<file path="config.mk">
export PLATFORM = sky130hd
export DESIGN_NAME = script_token_lexer_unit
export DESIGN_NICKNAME = d
export VERILOG_FILES = /design/src/rtl/stl_pkg.sv /design/src/rtl/stl_kw_match.sv /design/src/rtl/stl_scan.sv /design/src/rtl/stl_tok_fifo.sv /design/src/rtl/script_token_lexer_unit.sv
export SDC_FILE = /design/constraint.sdc
export NUM_CORES = 1
export LEC_CHECK = 0
export BUFFER_PORTS_ARGS = -buffer_cell sky130_fd_sc_hd__buf_2
export CORE_ASPECT_RATIO = 2
export CORE_UTILIZATION = 45
export CTS_BUF_LIST = sky130_fd_sc_hd__clkbuf_4
export DETAILED_ROUTE_END_ITERATION = 7
export GPL_TIMING_DRIVEN = 0
export HOLD_SLACK_MARGIN = 0.06
export PLACE_DENSITY_LB_ADDON = 0.05
export SYNTH_ARGS = -nofsm -noshare
export SYNTH_HDL_FRONTEND = slang
export SYNTH_SLANG_ARGS = --single-unit
</file>
<file path="constraint.sdc">
create_clock -name aclk -period 16 [get_ports aclk]
set_input_delay 4 -clock aclk [delete_from_list [all_inputs] [get_ports aclk]]
set_output_delay 4 -clock aclk [all_outputs]
set_load 0.1 [all_outputs]
</file>
<file path="src/rtl/stl_pkg.sv">
`timescale 1ns / 1ps
// ----------------------------------------------------------------------------
// stl_pkg
// Shared types and token kind codes for the script token lexer.
// ----------------------------------------------------------------------------
package stl_pkg;

    typedef logic [5:0] kind_t;
    typedef logic [7:0] byte_t;

    localparam int KW_MAX_LEN = 8;

    typedef byte_t [KW_MAX_LEN-1:0] kw_word_t;

    localparam kind_t K_IDENT   = 6'd0;
    localparam kind_t K_NUMBER  = 6'd1;
    localparam kind_t K_KW0     = 6'd2;
    localparam kind_t K_LPAREN  = 6'd23;
    localparam kind_t K_RPAREN  = 6'd24;
    localparam kind_t K_LBRACE  = 6'd25;
    localparam kind_t K_RBRACE  = 6'd26;
    localparam kind_t K_LBRACK  = 6'd27;
    localparam kind_t K_RBRACK  = 6'd28;
    localparam kind_t K_SEMI    = 6'd29;
    localparam kind_t K_COMMA   = 6'd30;
    localparam kind_t K_NE      = 6'd31;
    localparam kind_t K_BANG    = 6'd32;
    localparam kind_t K_HASH    = 6'd33;
    localparam kind_t K_PLUS    = 6'd34;
    localparam kind_t K_MINUS   = 6'd35;
    localparam kind_t K_STAR    = 6'd36;
    localparam kind_t K_SLASH   = 6'd37;
    localparam kind_t K_EQEQ    = 6'd38;
    localparam kind_t K_EQ      = 6'd39;
    localparam kind_t K_LE      = 6'd40;
    localparam kind_t K_LT      = 6'd41;
    localparam kind_t K_GE      = 6'd42;
    localparam kind_t K_GT      = 6'd43;
    localparam kind_t K_ILLEGAL = 6'd44;
    localparam kind_t K_END     = 6'd45;

    typedef struct packed {
        kind_t       kind;
        logic [31:0] start;
        logic [15:0] length;
        logic        number_error;
        logic        last_of_run;
    } token_t;

endpackage

</file>
<file path="src/rtl/stl_kw_match.sv">
`timescale 1ns / 1ps
// ----------------------------------------------------------------------------
// stl_kw_match
// Parallel keyword comparators: maps a finished identifier to its kind.
// ----------------------------------------------------------------------------
module stl_kw_match (
    input  stl_pkg::kw_word_t word,
    input  logic [15:0]       word_length,
    input  logic              word_too_long,
    output stl_pkg::kind_t    word_kind
);

    localparam int KW_COUNT = 21;

    localparam logic [63:0] KW_TEXT [KW_COUNT] = '{
        "and", "break", "do", "else", "elseif", "end", "false", "for",
        "function", "if", "in", "local", "nil", "not", "or", "repeat",
        "return", "then", "true", "until", "while"
    };

    localparam logic [3:0] KW_LEN [KW_COUNT] = '{
        4'd3, 4'd5, 4'd2, 4'd4, 4'd6, 4'd3, 4'd5, 4'd3,
        4'd8, 4'd2, 4'd2, 4'd5, 4'd3, 4'd3, 4'd2, 4'd6,
        4'd6, 4'd4, 4'd4, 4'd5, 4'd5
    };

    always_comb begin
        logic       hit;
        logic [2:0] pos;
        word_kind = stl_pkg::K_IDENT;
        for (int i = 0; i < KW_COUNT; i++) begin
            hit = (word_length == 16'(KW_LEN[i])) && !word_too_long;
            for (int j = 0; j < stl_pkg::KW_MAX_LEN; j++) begin
                pos = 3'(int'(KW_LEN[i]) - 1 - j);
                if (j < int'(KW_LEN[i])) begin
                    hit = hit && (word[j] == KW_TEXT[i][pos*8 +: 8]);
                end
            end
            if (hit && word_kind == stl_pkg::K_IDENT) begin
                word_kind = stl_pkg::kind_t'(stl_pkg::K_KW0 + 6'(i));
            end
        end
    end

endmodule

</file>
<file path="src/rtl/stl_scan.sv">
`timescale 1ns / 1ps
// ----------------------------------------------------------------------------
// stl_scan
// Scan state and token assembly: up to two tokens per accepted byte.
// ----------------------------------------------------------------------------
module stl_scan #(
    parameter int KEYWORD_CHARS = 8
) (
    input  logic             aclk,
    input  logic             aresetn,
    input  logic             in_accept,
    input  logic [7:0]       in_byte,
    input  logic             in_end,
    output stl_pkg::token_t  tok0,
    output stl_pkg::token_t  tok1,
    output logic [1:0]       tok_count
);

    localparam int IDX_W = $clog2(KEYWORD_CHARS);

    localparam logic [2:0] MODE_IDLE   = 3'd0;
    localparam logic [2:0] MODE_IDENT  = 3'd1;
    localparam logic [2:0] MODE_NUMBER = 3'd2;
    localparam logic [2:0] MODE_TILDE  = 3'd3;
    localparam logic [2:0] MODE_EQ     = 3'd4;
    localparam logic [2:0] MODE_LT     = 3'd5;
    localparam logic [2:0] MODE_GT     = 3'd6;

    function automatic logic is_letter(logic [7:0] c);
        return (c >= "a" && c <= "z") || (c >= "A" && c <= "Z");
    endfunction

    function automatic logic is_num(logic [7:0] c);
        return c >= "0" && c <= "9";
    endfunction

    function automatic logic is_white(logic [7:0] c);
        return c == " " || c == 8'h09 || c == 8'h0A || c == 8'h0D;
    endfunction

    function automatic stl_pkg::kind_t sym_kind(logic [7:0] c);
        stl_pkg::kind_t k;
        unique case (c)
            "(":     k = stl_pkg::K_LPAREN;
            ")":     k = stl_pkg::K_RPAREN;
            "{":     k = stl_pkg::K_LBRACE;
            "}":     k = stl_pkg::K_RBRACE;
            "[":     k = stl_pkg::K_LBRACK;
            "]":     k = stl_pkg::K_RBRACK;
            ";":     k = stl_pkg::K_SEMI;
            ",":     k = stl_pkg::K_COMMA;
            "!":     k = stl_pkg::K_BANG;
            "#":     k = stl_pkg::K_HASH;
            "+":     k = stl_pkg::K_PLUS;
            "-":     k = stl_pkg::K_MINUS;
            "*":     k = stl_pkg::K_STAR;
            "/":     k = stl_pkg::K_SLASH;
            default: k = stl_pkg::K_ILLEGAL;
        endcase
        return k;
    endfunction

    logic [2:0]  mode_reg, mode_next;
    logic [15:0] run_len_reg, run_len_next;
    logic [31:0] run_start_reg, run_start_next;
    logic [31:0] pos_reg, pos_next;
    logic        dot_seen_reg, dot_seen_next;
    logic        dot_err_reg, dot_err_next;
    logic        too_long_reg, too_long_next;
    logic [7:0]  word_reg [KEYWORD_CHARS];

    logic             wr_en;
    logic [IDX_W-1:0] wr_idx;
    stl_pkg::kw_word_t kw_word;
    stl_pkg::kind_t    kw_kind;
    stl_pkg::token_t   flush_tok, pend_tok, beg_tok;
    logic             pend_v, beg_v, keep, skip;
    logic [15:0]      run_len_inc;

    always_comb begin
        for (int j = 0; j < stl_pkg::KW_MAX_LEN; j++) begin
            kw_word[j] = word_reg[j];
        end
    end

    stl_kw_match u_kw_match (
        .word          (kw_word),
        .word_length   (run_len_reg),
        .word_too_long (too_long_reg),
        .word_kind     (kw_kind)
    );

    assign run_len_inc = (run_len_reg == 16'hFFFF) ? run_len_reg : run_len_reg + 16'd1;

    always_comb begin
        flush_tok              = '0;
        flush_tok.start        = run_start_reg;
        flush_tok.length       = 16'd1;
        flush_tok.kind         = stl_pkg::K_ILLEGAL;
        unique case (mode_reg)
            MODE_IDENT: begin
                flush_tok.kind   = kw_kind;
                flush_tok.length = run_len_reg;
            end
            MODE_NUMBER: begin
                flush_tok.kind         = stl_pkg::K_NUMBER;
                flush_tok.length       = run_len_reg;
                flush_tok.number_error = dot_err_reg;
            end
            MODE_EQ:  flush_tok.kind = stl_pkg::K_EQ;
            MODE_LT:  flush_tok.kind = stl_pkg::K_LT;
            MODE_GT:  flush_tok.kind = stl_pkg::K_GT;
            default:  flush_tok.kind = stl_pkg::K_ILLEGAL;
        endcase
    end

    always_comb begin
        mode_next      = mode_reg;
        run_len_next   = run_len_reg;
        run_start_next = run_start_reg;
        pos_next       = pos_reg;
        dot_seen_next  = dot_seen_reg;
        dot_err_next   = dot_err_reg;
        too_long_next  = too_long_reg;
        wr_en          = 1'b0;
        wr_idx         = '0;
        pend_v         = 1'b0;
        pend_tok       = flush_tok;
        beg_v          = 1'b0;
        beg_tok        = '0;
        beg_tok.start  = pos_reg;
        beg_tok.length = 16'd1;
        beg_tok.kind   = sym_kind(in_byte);
        keep           = 1'b0;
        skip           = 1'b0;
        if (in_accept) begin
            if (in_end) begin
                pend_v         = (mode_reg != MODE_IDLE);
                beg_v          = 1'b1;
                beg_tok.kind   = stl_pkg::K_END;
                beg_tok.length = 16'd0;
                mode_next      = MODE_IDLE;
            end else begin
                pos_next = pos_reg + 32'd1;
                unique case (mode_reg) inside
                    MODE_IDENT: begin
                        if (is_letter(in_byte) || is_num(in_byte) || in_byte == "_") begin
                            keep = 1'b1;
                            if (run_len_reg < 16'(KEYWORD_CHARS)) begin
                                wr_en  = 1'b1;
                                wr_idx = run_len_reg[IDX_W-1:0];
                            end else begin
                                too_long_next = 1'b1;
                            end
                            run_len_next = run_len_inc;
                        end else begin
                            pend_v = 1'b1;
                        end
                    end
                    MODE_NUMBER: begin
                        if (is_num(in_byte) || in_byte == ".") begin
                            keep = 1'b1;
                            if (in_byte == ".") begin
                                if (dot_seen_reg) begin
                                    dot_err_next = 1'b1;
                                end else begin
                                    dot_seen_next = 1'b1;
                                end
                            end
                            run_len_next = run_len_inc;
                        end else begin
                            pend_v = 1'b1;
                        end
                    end
                    MODE_TILDE, MODE_EQ, MODE_LT, MODE_GT: begin
                        pend_v = 1'b1;
                        if (in_byte == "=") begin
                            skip            = 1'b1;
                            pend_tok.length = 16'd2;
                            unique case (mode_reg)
                                MODE_TILDE: pend_tok.kind = stl_pkg::K_NE;
                                MODE_EQ:    pend_tok.kind = stl_pkg::K_EQEQ;
                                MODE_LT:    pend_tok.kind = stl_pkg::K_LE;
                                default:    pend_tok.kind = stl_pkg::K_GE;
                            endcase
                        end
                    end
                    default: ;
                endcase
                if (!keep) begin
                    mode_next = MODE_IDLE;
                    if (!skip && !is_white(in_byte)) begin
                        run_start_next = pos_reg;
                        run_len_next   = 16'd1;
                        if (is_letter(in_byte) || in_byte == "_") begin
                            mode_next     = MODE_IDENT;
                            wr_en         = 1'b1;
                            too_long_next = 1'b0;
                        end else if (is_num(in_byte)) begin
                            mode_next     = MODE_NUMBER;
                            dot_seen_next = 1'b0;
                            dot_err_next  = 1'b0;
                        end else if (in_byte == "~") begin
                            mode_next = MODE_TILDE;
                        end else if (in_byte == "=") begin
                            mode_next = MODE_EQ;
                        end else if (in_byte == "<") begin
                            mode_next = MODE_LT;
                        end else if (in_byte == ">") begin
                            mode_next = MODE_GT;
                        end else begin
                            beg_v = 1'b1;
                        end
                    end
                end
            end
        end
    end

    always_comb begin
        tok_count        = {1'b0, pend_v} + {1'b0, beg_v};
        tok0             = pend_v ? pend_tok : beg_tok;
        tok0.last_of_run = !(pend_v && beg_v);
        tok1             = beg_tok;
        tok1.last_of_run = 1'b1;
    end

    always_ff @(posedge aclk) begin
        if (!aresetn) begin
            mode_reg      <= MODE_IDLE;
            run_len_reg   <= '0;
            run_start_reg <= '0;
            pos_reg       <= '0;
            dot_seen_reg  <= 1'b0;
            dot_err_reg   <= 1'b0;
            too_long_reg  <= 1'b0;
        end else begin
            mode_reg      <= mode_next;
            run_len_reg   <= run_len_next;
            run_start_reg <= run_start_next;
            pos_reg       <= pos_next;
            dot_seen_reg  <= dot_seen_next;
            dot_err_reg   <= dot_err_next;
            too_long_reg  <= too_long_next;
        end
    end

    always_ff @(posedge aclk) begin
        if (wr_en) begin
            word_reg[wr_idx] <= in_byte;
        end
    end

endmodule

</file>
<file path="src/rtl/stl_tok_fifo.sv">
`timescale 1ns / 1ps
// ----------------------------------------------------------------------------
// stl_tok_fifo
// Four-entry result queue: takes up to two tokens per cycle, gives one per pop.
// ----------------------------------------------------------------------------
module stl_tok_fifo (
    input  logic            aclk,
    input  logic            aresetn,
    input  logic [1:0]      push_count,
    input  stl_pkg::token_t push0,
    input  stl_pkg::token_t push1,
    input  logic            pop,
    output stl_pkg::token_t head,
    output logic            not_empty,
    output logic            has_room
);

    stl_pkg::token_t mem_reg [4];
    logic [1:0] wr_ptr_reg, wr_ptr_next;
    logic [1:0] rd_ptr_reg, rd_ptr_next;
    logic [2:0] count_reg, count_next;
    logic [1:0] wr_ptr_plus1;

    assign wr_ptr_plus1 = wr_ptr_reg + 2'd1;
    assign wr_ptr_next  = wr_ptr_reg + push_count;
    assign rd_ptr_next  = rd_ptr_reg + {1'b0, pop};
    assign count_next   = count_reg + {1'b0, push_count} - {2'b00, pop};

    assign head      = mem_reg[rd_ptr_reg];
    assign not_empty = (count_reg != 3'd0);
    assign has_room  = (count_reg <= 3'd2);

    always_ff @(posedge aclk) begin
        if (!aresetn) begin
            wr_ptr_reg <= '0;
            rd_ptr_reg <= '0;
            count_reg  <= '0;
        end else begin
            wr_ptr_reg <= wr_ptr_next;
            rd_ptr_reg <= rd_ptr_next;
            count_reg  <= count_next;
        end
    end

    always_ff @(posedge aclk) begin
        if (push_count != 2'd0) begin
            mem_reg[wr_ptr_reg] <= push0;
        end
        if (push_count == 2'd2) begin
            mem_reg[wr_ptr_plus1] <= push1;
        end
    end

endmodule

</file>
<file path="src/rtl/script_token_lexer_unit.sv">
`timescale 1ns / 1ps
// Token path: each finished token enters the result queue and leaves on m_ after
// any tokens queued ahead; a two-token transaction queues its tokens in order.
// Throughput: one transaction per cycle while s_tready is high; s_tready drops
// only while the four-entry result queue holds three or more tokens.
// Reset: synchronous active-low aresetn clears scan state, offset and queue.
// ----------------------------------------------------------------------------
// script_token_lexer_unit
// Streaming tokenizer: bytes in, kind/start/length tokens out.
// ----------------------------------------------------------------------------
module script_token_lexer_unit #(
    parameter int KEYWORD_CHARS = 8
) (
    input  logic        aclk,
    input  logic        aresetn,
    input  logic        s_tvalid,
    output logic        s_tready,
    input  logic [7:0]  s_tdata,   // [7:0] text_byte
    input  logic        s_tlast,   // end_of_text
    output logic        m_tvalid,
    input  logic        m_tready,
    output logic [55:0] m_tdata,   // [31:0] token_start, [47:32] token_length,
                                   // [48] number_error
    output logic [5:0]  m_tuser,   // [5:0] token_kind
    output logic        m_tlast    // last_of_run
);

    logic            in_accept;
    logic            pop;
    logic [1:0]      tok_count;
    stl_pkg::token_t tok0, tok1, head;

    assign in_accept = s_tvalid && s_tready;
    assign pop       = m_tvalid && m_tready;

    stl_scan #(
        .KEYWORD_CHARS (KEYWORD_CHARS)
    ) u_scan (
        .aclk      (aclk),
        .aresetn   (aresetn),
        .in_accept (in_accept),
        .in_byte   (s_tdata),
        .in_end    (s_tlast),
        .tok0      (tok0),
        .tok1      (tok1),
        .tok_count (tok_count)
    );

    stl_tok_fifo u_fifo (
        .aclk       (aclk),
        .aresetn    (aresetn),
        .push_count (tok_count),
        .push0      (tok0),
        .push1      (tok1),
        .pop        (pop),
        .head       (head),
        .not_empty  (m_tvalid),
        .has_room   (s_tready)
    );

    assign m_tdata = {7'b0, head.number_error, head.length, head.start};
    assign m_tuser = head.kind;
    assign m_tlast = head.last_of_run;

endmodule

</file>
## Word-level counts from Yosys, hierarchy flattened

Memories as Yosys holds them, arrays and structs flattened. A register that Yosys moved wholly into a read port is not among the register bits.
Index checks and enable logic that the tools add are counted.

| storage, ports and cells | value |
|---|---|
| ROM bits | 0 |
| input port bits | 13 |
| memory bits (writable) | 288 |
| latch bits | 0 |
| bits in registers | 93 |
| memories | 2 |
| word-level logic and storage cells | 397 |
| output and inout port bits | 65 |

Memories:

| name | words | width | rd ports | clocked after Yosys merged registers in | write ports | line | source |
|---|---|---|---|---|---|---|---|
| u_fifo.mem_reg | 4 | 56 | 1 | 1 | 2 | stl_tok_fifo.sv:18 | `stl_pkg::token_t mem_reg [4];` |
| u_scan.word_reg | 8 | 8 | 8 | 0 | 1 | stl_scan.sv:70 | `logic [7:0] word_reg [KEYWORD_CHARS];` |

| operators by class | value |
|---|---|
| multiplexer cells | 119 |
| reductions and logical operators | 154 |
| shift-type cells | 0 |
| equality and inequality tests | 94 |
| bitwise gates (word level) | 2 |
| divide/modulo/power cells | 0 |
| $mul | 0 |
| add/subtract/negate cells | 8 |
| $lt $le $gt $ge | 8 |

Operators by type and width:

| cell | count |
|---|---|
| $eq 8x7->1 const B | 61 |
| $mux 16 | 10 |
| $mux 6 | 25 |
| $eq 8x6->1 const B | 15 |
| $logic_not 6->1 | 20 |
| $logic_and 1x1->1 | 114 |
| $pmux 6 s14 | 1 |
| $mux 1 | 60 |
| $mux 56 | 1 |
| $eq 16x3->1 const B | 3 |
| $mux 3 | 14 |
| $add 32x1->32 const B | 1 |
| $eq 16x2->1 const B | 2 |
| $pmux 16 s2 | 1 |
| $pmux 6 s5 | 1 |
| $eq 8x4->1 const B | 3 |
| $pmux 6 s3 | 1 |
| $add 16x1->16 const B | 1 |
| $eq 16x16->1 const B | 1 |
| $eq 16x4->1 const B | 1 |
| $ge 8x7->1 const B | 2 |
| $le 8x7->1 const B | 2 |
| $lt 16x4->1 const B | 1 |
| $eq 3x3->1 const B | 3 |
| other kinds (25) | 41 |

## Longest topological paths before layout

Gate-level depths: netlist of run 1.

| depth | value |
|---|---|
| depth in word-level cells | 72 |
| depth in mapped cells | 19 |
| mapped depth without buffers | 17 |

## By module

A second synthesis of run 1 with hierarchy kept.

| unflattened totals | value |
|---|---|
| cells, all modules | 1549 |
| area, all modules | 20299.5 um^2 |

By module, submodules not included:

| module | area an instance (um^2) | cells an instance | times used | seq. area each (um^2) |
|---|---|---|---|---|
| stl_tok_fifo | 11517.3 | 584 | 1 | 6866.6 |
| stl_scan | 7548.5 | 785 | 1 | 3643.5 |
| stl_kw_match | 1164.9 | 170 | 1 | 0.0 |
| script_token_lexer_unit | 68.8 | 10 | 1 | 0.0 |

## Worst setup path after synthesis of run 1

No wires, ideal clock.

| timing path | value |
|---|---|
| path type | input to register |
| from | input s_tdata[5] |
| to | memory u_fifo.mem_reg[2][54] (netlist name), data pin |
| data required time | 15847 ps |
| path buffers | 3 |
| arrival | 7765 ps |
| setup slack | 8082 ps |
| cell stages on the path | 17 |
| library setup time | 153 ps |
| path through | buf_2 -> and4bb_2 -> nand2_1 -> a21oi_1 -> o31a_1 -> clkbuf_1 -> nor2_1 -> a41oi_1 -> nor3_1 -> ha_1 -> clkbuf_1 -> inv_1 -> nor3b_1 -> nor2_1 -> inv_1 -> nand2_1 -> o22ai_1 |

RTL lines:

| what | line | source |
|---|---|---|
| start: declaration | script_token_lexer_unit.sv:18 | `input logic [7:0] s_tdata,` |
| end: declaration | stl_tok_fifo.sv:18 |  |

==> results of run 1 <==
==> worst register-to-register path: stages, from the launching register on <==
cell and delay [ns]:
dfxtp_1 0.31, clkbuf_1 0.31, inv_1 0.19, nand2_1 0.15, a21oi_1 0.07, o31a_1 0.37
clkbuf_1 0.26, nor2_1 0.35, a41oi_1 0.21, nor3_1 0.19, ha_1 0.17, clkbuf_1 0.34
inv_1 0.28, nor3b_1 0.79, nor2_1 0.36, inv_2 0.65, buf_12 0.28
==> per-stage QoR <==
| step | instance area [um2] | worst slack, ns | cells | power [mW] |
|---|---|---|---|---|
| 2_1_floorplan | 18700 | 8.08 | 1659 | 1.80 |
| 3_3_place_gp | 19700 | 5.32 | 2264 | 1.98 |
| 3_5_place_dp | 19800 | 6.26 | 2270 | 1.99 |
| 4_1_cts | 20900 | 7.12 | 2428 | 2.77 |
| 5_1_grt | 20900 | 6.73 | 2429 | 2.85 |
| 6_report | 20900 | 6.88 | 2430 | 2.75 |
==> logic make-up (layout without fill, tap and decap cells) <==
family,after synthesis,after routing
compound gates,412,412
xor+xnor,33,33
fa+ha+maj,13,13
buf+inv,179,413
flops,381,381
mux,58,58
other cells,1,9
simple gates,576,576
==> cell usage after synthesis, types with 13 or more instances <==
library cell / number / area (um2)
nor2_1: 93 / 349
o21ai_0: 43 / 215
a22o_1: 184 / 1610
nand4_1: 48 / 300
edfxtp_1: 220 / 6610
nor3_1: 34 / 170
clkbuf_1: 92 / 345
nand3_1: 50 / 250
nor4_1: 30 / 188
xnor2_1: 13 / 114
xor2_1: 20 / 175
o22ai_1: 18 / 113
nor4bb_1: 15 / 150
a21oi_1: 70 / 350
or3_1: 14 / 87.6
mux4_2: 56 / 1260
and2_1: 15 / 93.8
a31oi_1: 13 / 81.3
inv_1: 26 / 97.6
dfxtp_1: 161 / 3220
nand2_1: 151 / 567
and3_1: 19 / 119
buf_2: 29 / 145
==> metal layers <==
layer,vias to the layer above,routed length [um]
met5,-,0
met4,0,5680
met3,259,2680
met2,563,36800
met1,7321,19200
li1,6821,-
==> power breakdown <==
| group | switching [mW] | total (mW) | internal [mW] |
|---|---|---|---|
| combinational | 0.669 | 0.850 | 0.181 |
| clock | 0.412 | 0.790 | 0.378 |
| sequential | 0.0179 | 1.11 | 1.10 |
==> area by class of cell <==
type,count,area (um2),share of cell area
flip-flops and latches,381,9830,0.469
multi-input cells,1099,8060,0.385
clock buffers,117,878,0.0419
plain buffers,151,719,0.0344
well taps,535,669,0.0320
repair buffers,76,443,0.0211
clock inverters,41,234,0.0112
inverters,28,106,0.00508
diodes,2,5.00,0.000239
==> how the worst max path moves through the flow <==
stage          cells after the start        from  slack, ns               endpoint
2_1_floorplan                     17  s_tdata[5]       8.08  u_fifo.mem_reg[2][54]
3_3_place_gp                      18  s_tdata[0]       5.32  u_fifo.mem_reg[2][54]
3_5_place_dp                      17  s_tdata[0]       6.26  u_fifo.mem_reg[3][45]
4_1_cts                           17  s_tdata[0]       7.12  u_fifo.mem_reg[3][37]
5_1_grt                           17  s_tdata[0]       6.73  u_fifo.mem_reg[3][37]
6_report                          17  s_tdata[0]       6.88  u_fifo.mem_reg[3][42]
==> results by group, run 1 <==
Cells and area
  – Most common cell after layout, fill and taps aside: edfxtp_1
  – Fill cells: 3835
  – Fin util: 0.511
  – Most frequent cells in the layout: edfxtp_1, a22o_1, dfxtp_1
  – Share of cells above drive strength 1: 0.184
  – Max FFs per register: around 220
  – Syn-to-layout area delta: 12.2%
  – Fin nets: around 1800

Synth
  – Seq/Total Area, Yosys: 0.526
  – Netlist area before placement: 18700 um2
  – Synth Flop Type: edfxtp_1
  – Post-synthesis mux area share: 0.0687
  – Combinational family with the most area after synthesis: simple AND/OR/NAND/NOR gates
  – Synth unique cells: 89
  – Post-synth EDFFs: 220
  – Syn_area_per_cell: 11.3 um2
  – Simple-Gate Fraction of Synth Area: 0.171
  – Post-Synth Adder-Cell Area: 0.00911
  – Fraction of registers with async set or reset after synthesis: 0
  – Cell count after synthesis: 1653
  – Ys Warns: 0
  – XOR/XNOR share of the synthesized area: 0.0155
  – Number of synthesized register bits: about 380
  – Compound-Gate Fraction of Synth Area: 0.165

Worst hold path
  – Hold worst-path end: u_fifo.mem_reg[2][1]
  – HP Class: reg2reg
  – Worst hold path cell count: 2
  – Hold_sp: u_fifo.mem_reg[2][1]

Critical path
  – Setup crit end kind: flop
  – R2R Path End: u_fifo.mem_reg[3][42]
  – Crit path max-delay family: buffers and inverters
  – WP data required: 16.51 ns
  – Startpoint Class: input port
  – CP cell instances: buf_2 > clkbuf_1 > a21oi_1 > o2bb2ai_1 > nor3_1 > o31a_1 > clkbuf_1 > nor2_1 > a41oi_1 > nor3_1 > ha_1 > clkbuf_1 > inv_1 > nor3b_1 > nor2_1 > inv_2 > buf_12
  – Critical path fanouts, max: 22
  – R2r setup slk: 10.38 ns
  – Critical Path AT: just under 10 ns
  – Slowest stage delay, CP: 0.79 ns
  – Worst reg2reg startpoint: u_scan.mode_reg[0]
  – Buf/Inv on CP: 7
  – Most frequent CP cell: clkbuf_1
  – Critical path's slowest cell: nor3b_1
  – R2r worst-path depth: 16
  – Crit Path Category: in2reg

Die
  – Core area: 41000 um2
  – Die X: roughly 150 um
  – Starting density of the core: 0.456
  – Die height: 290 um
  – Ports: roughly 80
  – DIE AREA: 42400 um2
  – # rows: 105

Detailed routing
  – Routed vias/inst: 6.16
  – First-pass iteration count of the detailed router: 6
  – Drt first-iter violations: 1086
  – Routed length per instance: 26.5 um
  – DR vias: around 15000
  – Post-route ant nets: 0
  – Post-route DRC: 0
  – Wirelength, routed: ~64000 um

Run status
  – Status: finished clean

STA
  – Measured slew at the worst slew-check pin: roughly 1.4 ns
  – Relative max-transition margin: 0.0307
  – Final setup fails: 0
  – Endpoints failing hold: 0
  – Post-route minimum period: 9.12 ns
  – RSZ-0062 raised after global routing: no
  – Final Skew: 0.0744 ns
  – Slew Viols, Final: 0
  – Worst hold margin: approximately 0.46 ns
  – Setup TNS: 0 ns
  – Max Fclk: roughly 0.11 GHz
  – Fin crit share: 0.570

CTS
  – CTS Sinks: 381
  – Total setup buffers inserted after CTS: 0
  – H-tree levels: 3
  – Clock transition at path regs: 0.07 ns
  – Clock Tree Root: clkbuf_4
  – Post-CTS Hold Fix Bufs: 0
  – Longest Clk Path Bufs: 3
  – Post-CTS Resized: 0
  – Worst-Skew Late Latency: 0.86 ns
  – CTS tree: built
  – Num CTS Buffers: 86

Flow run
  – Max cap viols: 0

GRT
  – Largest net degree at the start of global routing: 34
  – First-pass GRT wire length: 94500 um
  – GRT busiest layer: met2
  – Vias in the first global route: 15600
  – Met1 usage: 0.252
  – Initial antenna violation count: 2
  – Total track usage: 0.305
  – Grt total ovfl: 0
  – M2 GR Usage: 0.608
  – Grt met3 use: 0.0500

Placed design
  – HPWL after DPL: 47900 um
  – Placer Congestion: 0.975
  – PortBufs: 70

Power and ir drop
  – Leak: 7.14 nW
  – Power per cell area: between 100 and 150 nW/um2
  – Peak supply drop: 68.1 uV
No activity file was read; power rests on OpenSTA's default activity.
==> inputs of run 2 (changes only) <==
Settings changed: ABC_AREA set to 1.
Clock period 16 ns to 8.1 ns, I/O delays scaled along.
==> run 2 against run 1 <==
Power grew to 2.6 times the previous value. Combinational power grew to 3.6 times the previous value. Synthesized cell count rose by 31%. Clock power rose by 100%. Final cell count rose by 21%. Routed wire length grew 9.8%. Critical path depth increased by 2. Area after synthesis is 0.42% lower. Critical endpoint is now u_fifo.mem_reg[3][11]. Largest cell class unchanged. Largest power group is now combinational cells.
==> results by group, run 2 <==
GRT
  – Grt total ovfl: 0 (unchanged)
  – Initial antenna violation count: 2 (unchanged)
  – First-pass GRT wire length: 104000 um (was 94500 um)
  – Total track usage: 0.337 (was 0.305)
  – Vias in the first global route: 17300 (was 15600)
  – Largest net degree at the start of global routing: 25 (was 34)

Detailed routing
  – Routed vias/inst: 5.77 (was 6.16)
  – Top Layer Used: met4 (unchanged)
  – Met2 wire len: 39500 um (was 36800 um)
  – Drt first-iter violations: 1064 (was 1086)
  – Met3 wire len: 3540 um (was 2680 um)
  – DR vias: 17000 (was 15000)
  – Metal-1 WL: 22400 um (was 19200 um)
  – Routed length per instance: 23.9 um (was 26.5 um)
  – Post-route ant nets: 0 (unchanged)
  – First-pass iteration count of the detailed router: 5 (was 6)
  – Wirelength, routed: 70700 um (was 64400 um)
  – Post-route DRC: 0 (unchanged)

CTS
  – CTS Sinks: 381 (unchanged)
  – Worst-Skew Late Latency: 0.85 ns (was 0.86 ns)
  – Num CTS Buffers: 89 (was 86)
  – Post-CTS Resized: 0 (unchanged)
  – Longest Clk Path Bufs: 3 (unchanged)
  – Post-CTS Hold Fix Bufs: 0 (unchanged)
  – CTS tree: built (unchanged)
  – H-tree levels: 3 (unchanged)
  – Total setup buffers inserted after CTS: 0 (unchanged)
  – Clock transition at path regs: 0.07 ns (about the same)
  – Clock Tree Root: clkbuf_4 (unchanged)

STA
  – Slew Viols, Final: 0 (unchanged)
  – Final setup fails: 0 (unchanged)
  – Relative max-transition margin: 0.125 (was 0.0307)
  – Final Skew: 0.104 ns (was 0.0744 ns)
  – Endpoints failing hold: 0 (unchanged)
  – Setup TNS: 0 ns (unchanged)
  – Measured slew at the worst slew-check pin: 1.30 ns (was 1.43 ns)
  – Setup WS post-layout: 1.59 ns (was 6.88 ns)
  – Max Fclk: 0.154 GHz
  – Post-route minimum period: roughly 6.5 ns
  – RSZ-0062 raised after global routing: no (unchanged)
  – Fin crit share: 0.804

Cells and area
  – Most frequent cells in the layout: nand2_1, nor2_1, o21ai_0 (was edfxtp_1, a22o_1, dfxtp_1)
  – Share of cells above drive strength 1: 0.149 (was 0.184)
  – Syn-to-layout area delta: 12.6% (was 12.2%)
  – Most common cell after layout, fill and taps aside: nand2_1 (was edfxtp_1)
  – Fill cells: 4039 (was 3835)
  – Max FFs per register: 224 (unchanged)
  – Fin nets: 2364 (was 1849)

Critical path
  – Most frequent CP cell: inv_1 (was clkbuf_1)
  – Startpoint Class: input port (unchanged)
  – Critical path fanouts, max: 18 (was 22)
  – Crit Path Category: in2reg (unchanged)
  – R2r worst-path depth: 17 (was 16)
  – R2R Path End: u_fifo.mem_reg[3][11] (was u_fifo.mem_reg[3][42])
  – CP cell instances: buf_2 > inv_1 > a21oi_1 > nor2_1 > inv_1 > o21ai_2 > o22ai_4 > nand2_2 > nand2_4 > inv_2 > buf_2 > ha_1 > nor3_1 > clkinv_1 > nand2_2 > inv_1 > clkbuf_1 > nand2_1 > o21ai_0 (was buf_2 > clkbuf_1 > a21oi_1 > o2bb2ai_1 > nor3_1 > o31a_1 > clkbuf_1 > nor2_1 > a41oi_1 > nor3_1 > ha_1 > clkbuf_1 > inv_1 > nor3b_1 > nor2_1 > inv_2 > buf_12)
  – Slowest stage delay, CP: 0.73 ns (was 0.79 ns)
  – Worst reg2reg startpoint: u_fifo.count_reg[0] (was u_scan.mode_reg[0])
  – R2r setup slk: 2.51 ns (was 10.38 ns)
  – Setup crit end kind: flop (unchanged)
  – Critical path's slowest cell: nor3_1 (was nor3b_1)
  – WP data required: 8.78 ns (was 16.51 ns)
  – Critical Path AT: 7.19 ns (was 9.64 ns)

Synth
  – Most numerous cell in the Yosys netlist: nand2_1 (was edfxtp_1)
  – Synth area leaders: edfxtp_1, dfxtp_1, o22ai_1 (was edfxtp_1, dfxtp_1, a22o_1)
  – Synth top area share: 0.355 (was 0.354)
  – Syn_area_per_cell: 8.59 um2 (was 11.3 um2)
  – Top post-synthesis cells by count: nand2_1, nor2_1, o21ai_0 (was edfxtp_1, a22o_1, dfxtp_1)
  – Yosys top cell by area: edfxtp_1 (unchanged)
  – Ys Warns: 0 (unchanged)
  – Number of synthesized register bits: 381 (unchanged)
  – Post-synth EDFFs: 220 (unchanged)
  – Netlist area before placement: 18600 um2 (was 18700 um2)
  – Fraction of registers with async set or reset after synthesis: 0 (unchanged)
  – Seq/Total Area, Yosys: 0.529 (was 0.526)
  – Cell count after synthesis: 2166 (was 1653)
  – Synth unique cells: 59 (was 89)
  – Synth Flop Type: edfxtp_1 (unchanged)

Placed design
  – HPWL after DPL: 52400 um (was 47900 um)
  – Pre-CTS setup slack: 0.899 ns (was 6.26 ns)
  – PortBufs: 69 (was 70)
  – Placer Congestion: 0.971 (was 0.975)

Worst hold path
  – HP Class: reg2reg (unchanged)
  – Hold_sp: u_scan.dot_seen_reg (was u_fifo.mem_reg[2][1])
  – Hold worst-path end: u_scan.dot_seen_reg (was u_fifo.mem_reg[2][1])
  – Worst hold path cell count: 2 (unchanged)

Flow run
  – Max cap viols: 0 (unchanged)

Die
  – Die X: 146 um (about the same)
  – # rows: 105 (unchanged)
  – Starting density of the core: 0.455 (was 0.456)
  – Die height: 289 um (was 290 um)
  – Ports: 78 (unchanged)
  – Core area: 40900 um2 (was 41000 um2)
  – DIE AREA: 42200 um2 (was 42400 um2)

Run status
  – Status: finished clean (unchanged)

Power and ir drop
  – Peak supply drop: 320 uV (was 68.1 uV)
  – Power per cell area: 339 nW/um2 (was 131 nW/um2)
  – Leak: 7.63 nW (was 7.14 nW)
[run 2: power breakdown]
group,internal (mW),switching (mW)
Clock,0.791,0.817
Combinational,0.500,2.60
Sequential,2.31,0.0848
[run 2: kinds of logic (layout without fill, tap and decap cells)]
group,count (synthesis),count (layout),share of synthesized area
simple gates,833,833,0.200
compound gates,601,601,0.185
flops,381,381,0.529
buf+inv,321,563,0.0693
xor+xnor,16,16,0.00754
fa+ha+maj,13,13,0.00915
other cells,1,10,0.000202
[run 2: worst max path at each step]
| stage | to | startpoint | cells after the start | slack, ns |
|---|---|---|---|---|
| finish | u_fifo.mem_reg[3][11] | s_tdata[2] | 19 | 1.59 |
| global route | u_fifo.mem_reg[3][8] | s_tdata[3] | 22 | 1.27 |
| CTS | u_fifo.mem_reg[3][8] | s_tdata[0] | 21 | 1.76 |
| detailed placement | u_fifo.mem_reg[3][15] | s_tdata[0] | 20 | 0.90 |
| global placement | u_fifo.mem_reg[3][13] | s_tdata[3] | 22 | -0.83 |
| floorplan | u_fifo.mem_reg[3][12] | s_tdata[3] | 20 | 2.24 |
[run 2: worst max-delay path, delay by kind of cell]
kind	cells	cell delay, ns
AO/OA/AOI/OAI	4	0.82
adder cells (fa/ha/maj)	1	0.26
buffers and inverters	8	2.19
AND/OR/NAND/NOR	6	1.86
[run 2: layout make-up]
type	count	area (um2)	share of cell area
antenna	3	7.51	0.000358
buffer	123	543	0.0259
clock buffer	140	1050	0.0502
clock inverter	27	123	0.00585
inverter	198	746	0.0356
multi-input combinational	1470	7530	0.360
sequential	381	9830	0.469
tap	535	669	0.0320
timing repair buffer	75	440	0.0210
[run 2: metal layers]
metal  track usage  vias up
met5             0        -
met3        0.0625      252
met4         0.258        0
li1              -     8019
met1         0.296     8102
met2         0.664      674
[run 2: per-stage QoR]
step	instances	util	power (mW)	hold slack, ns	cell area (um2)
2_1_floorplan	2172	-	4.68	0.423	18600
3_3_place_gp	2776	0.481	5.47	0.434	19600
3_5_place_dp	2782	0.484	5.50	0.440	19800
4_1_cts	2949	0.512	7.09	0.457	20900
5_1_grt	2950	0.512	7.35	0.478	20900
6_report	2952	0.513	7.10	0.455	20900
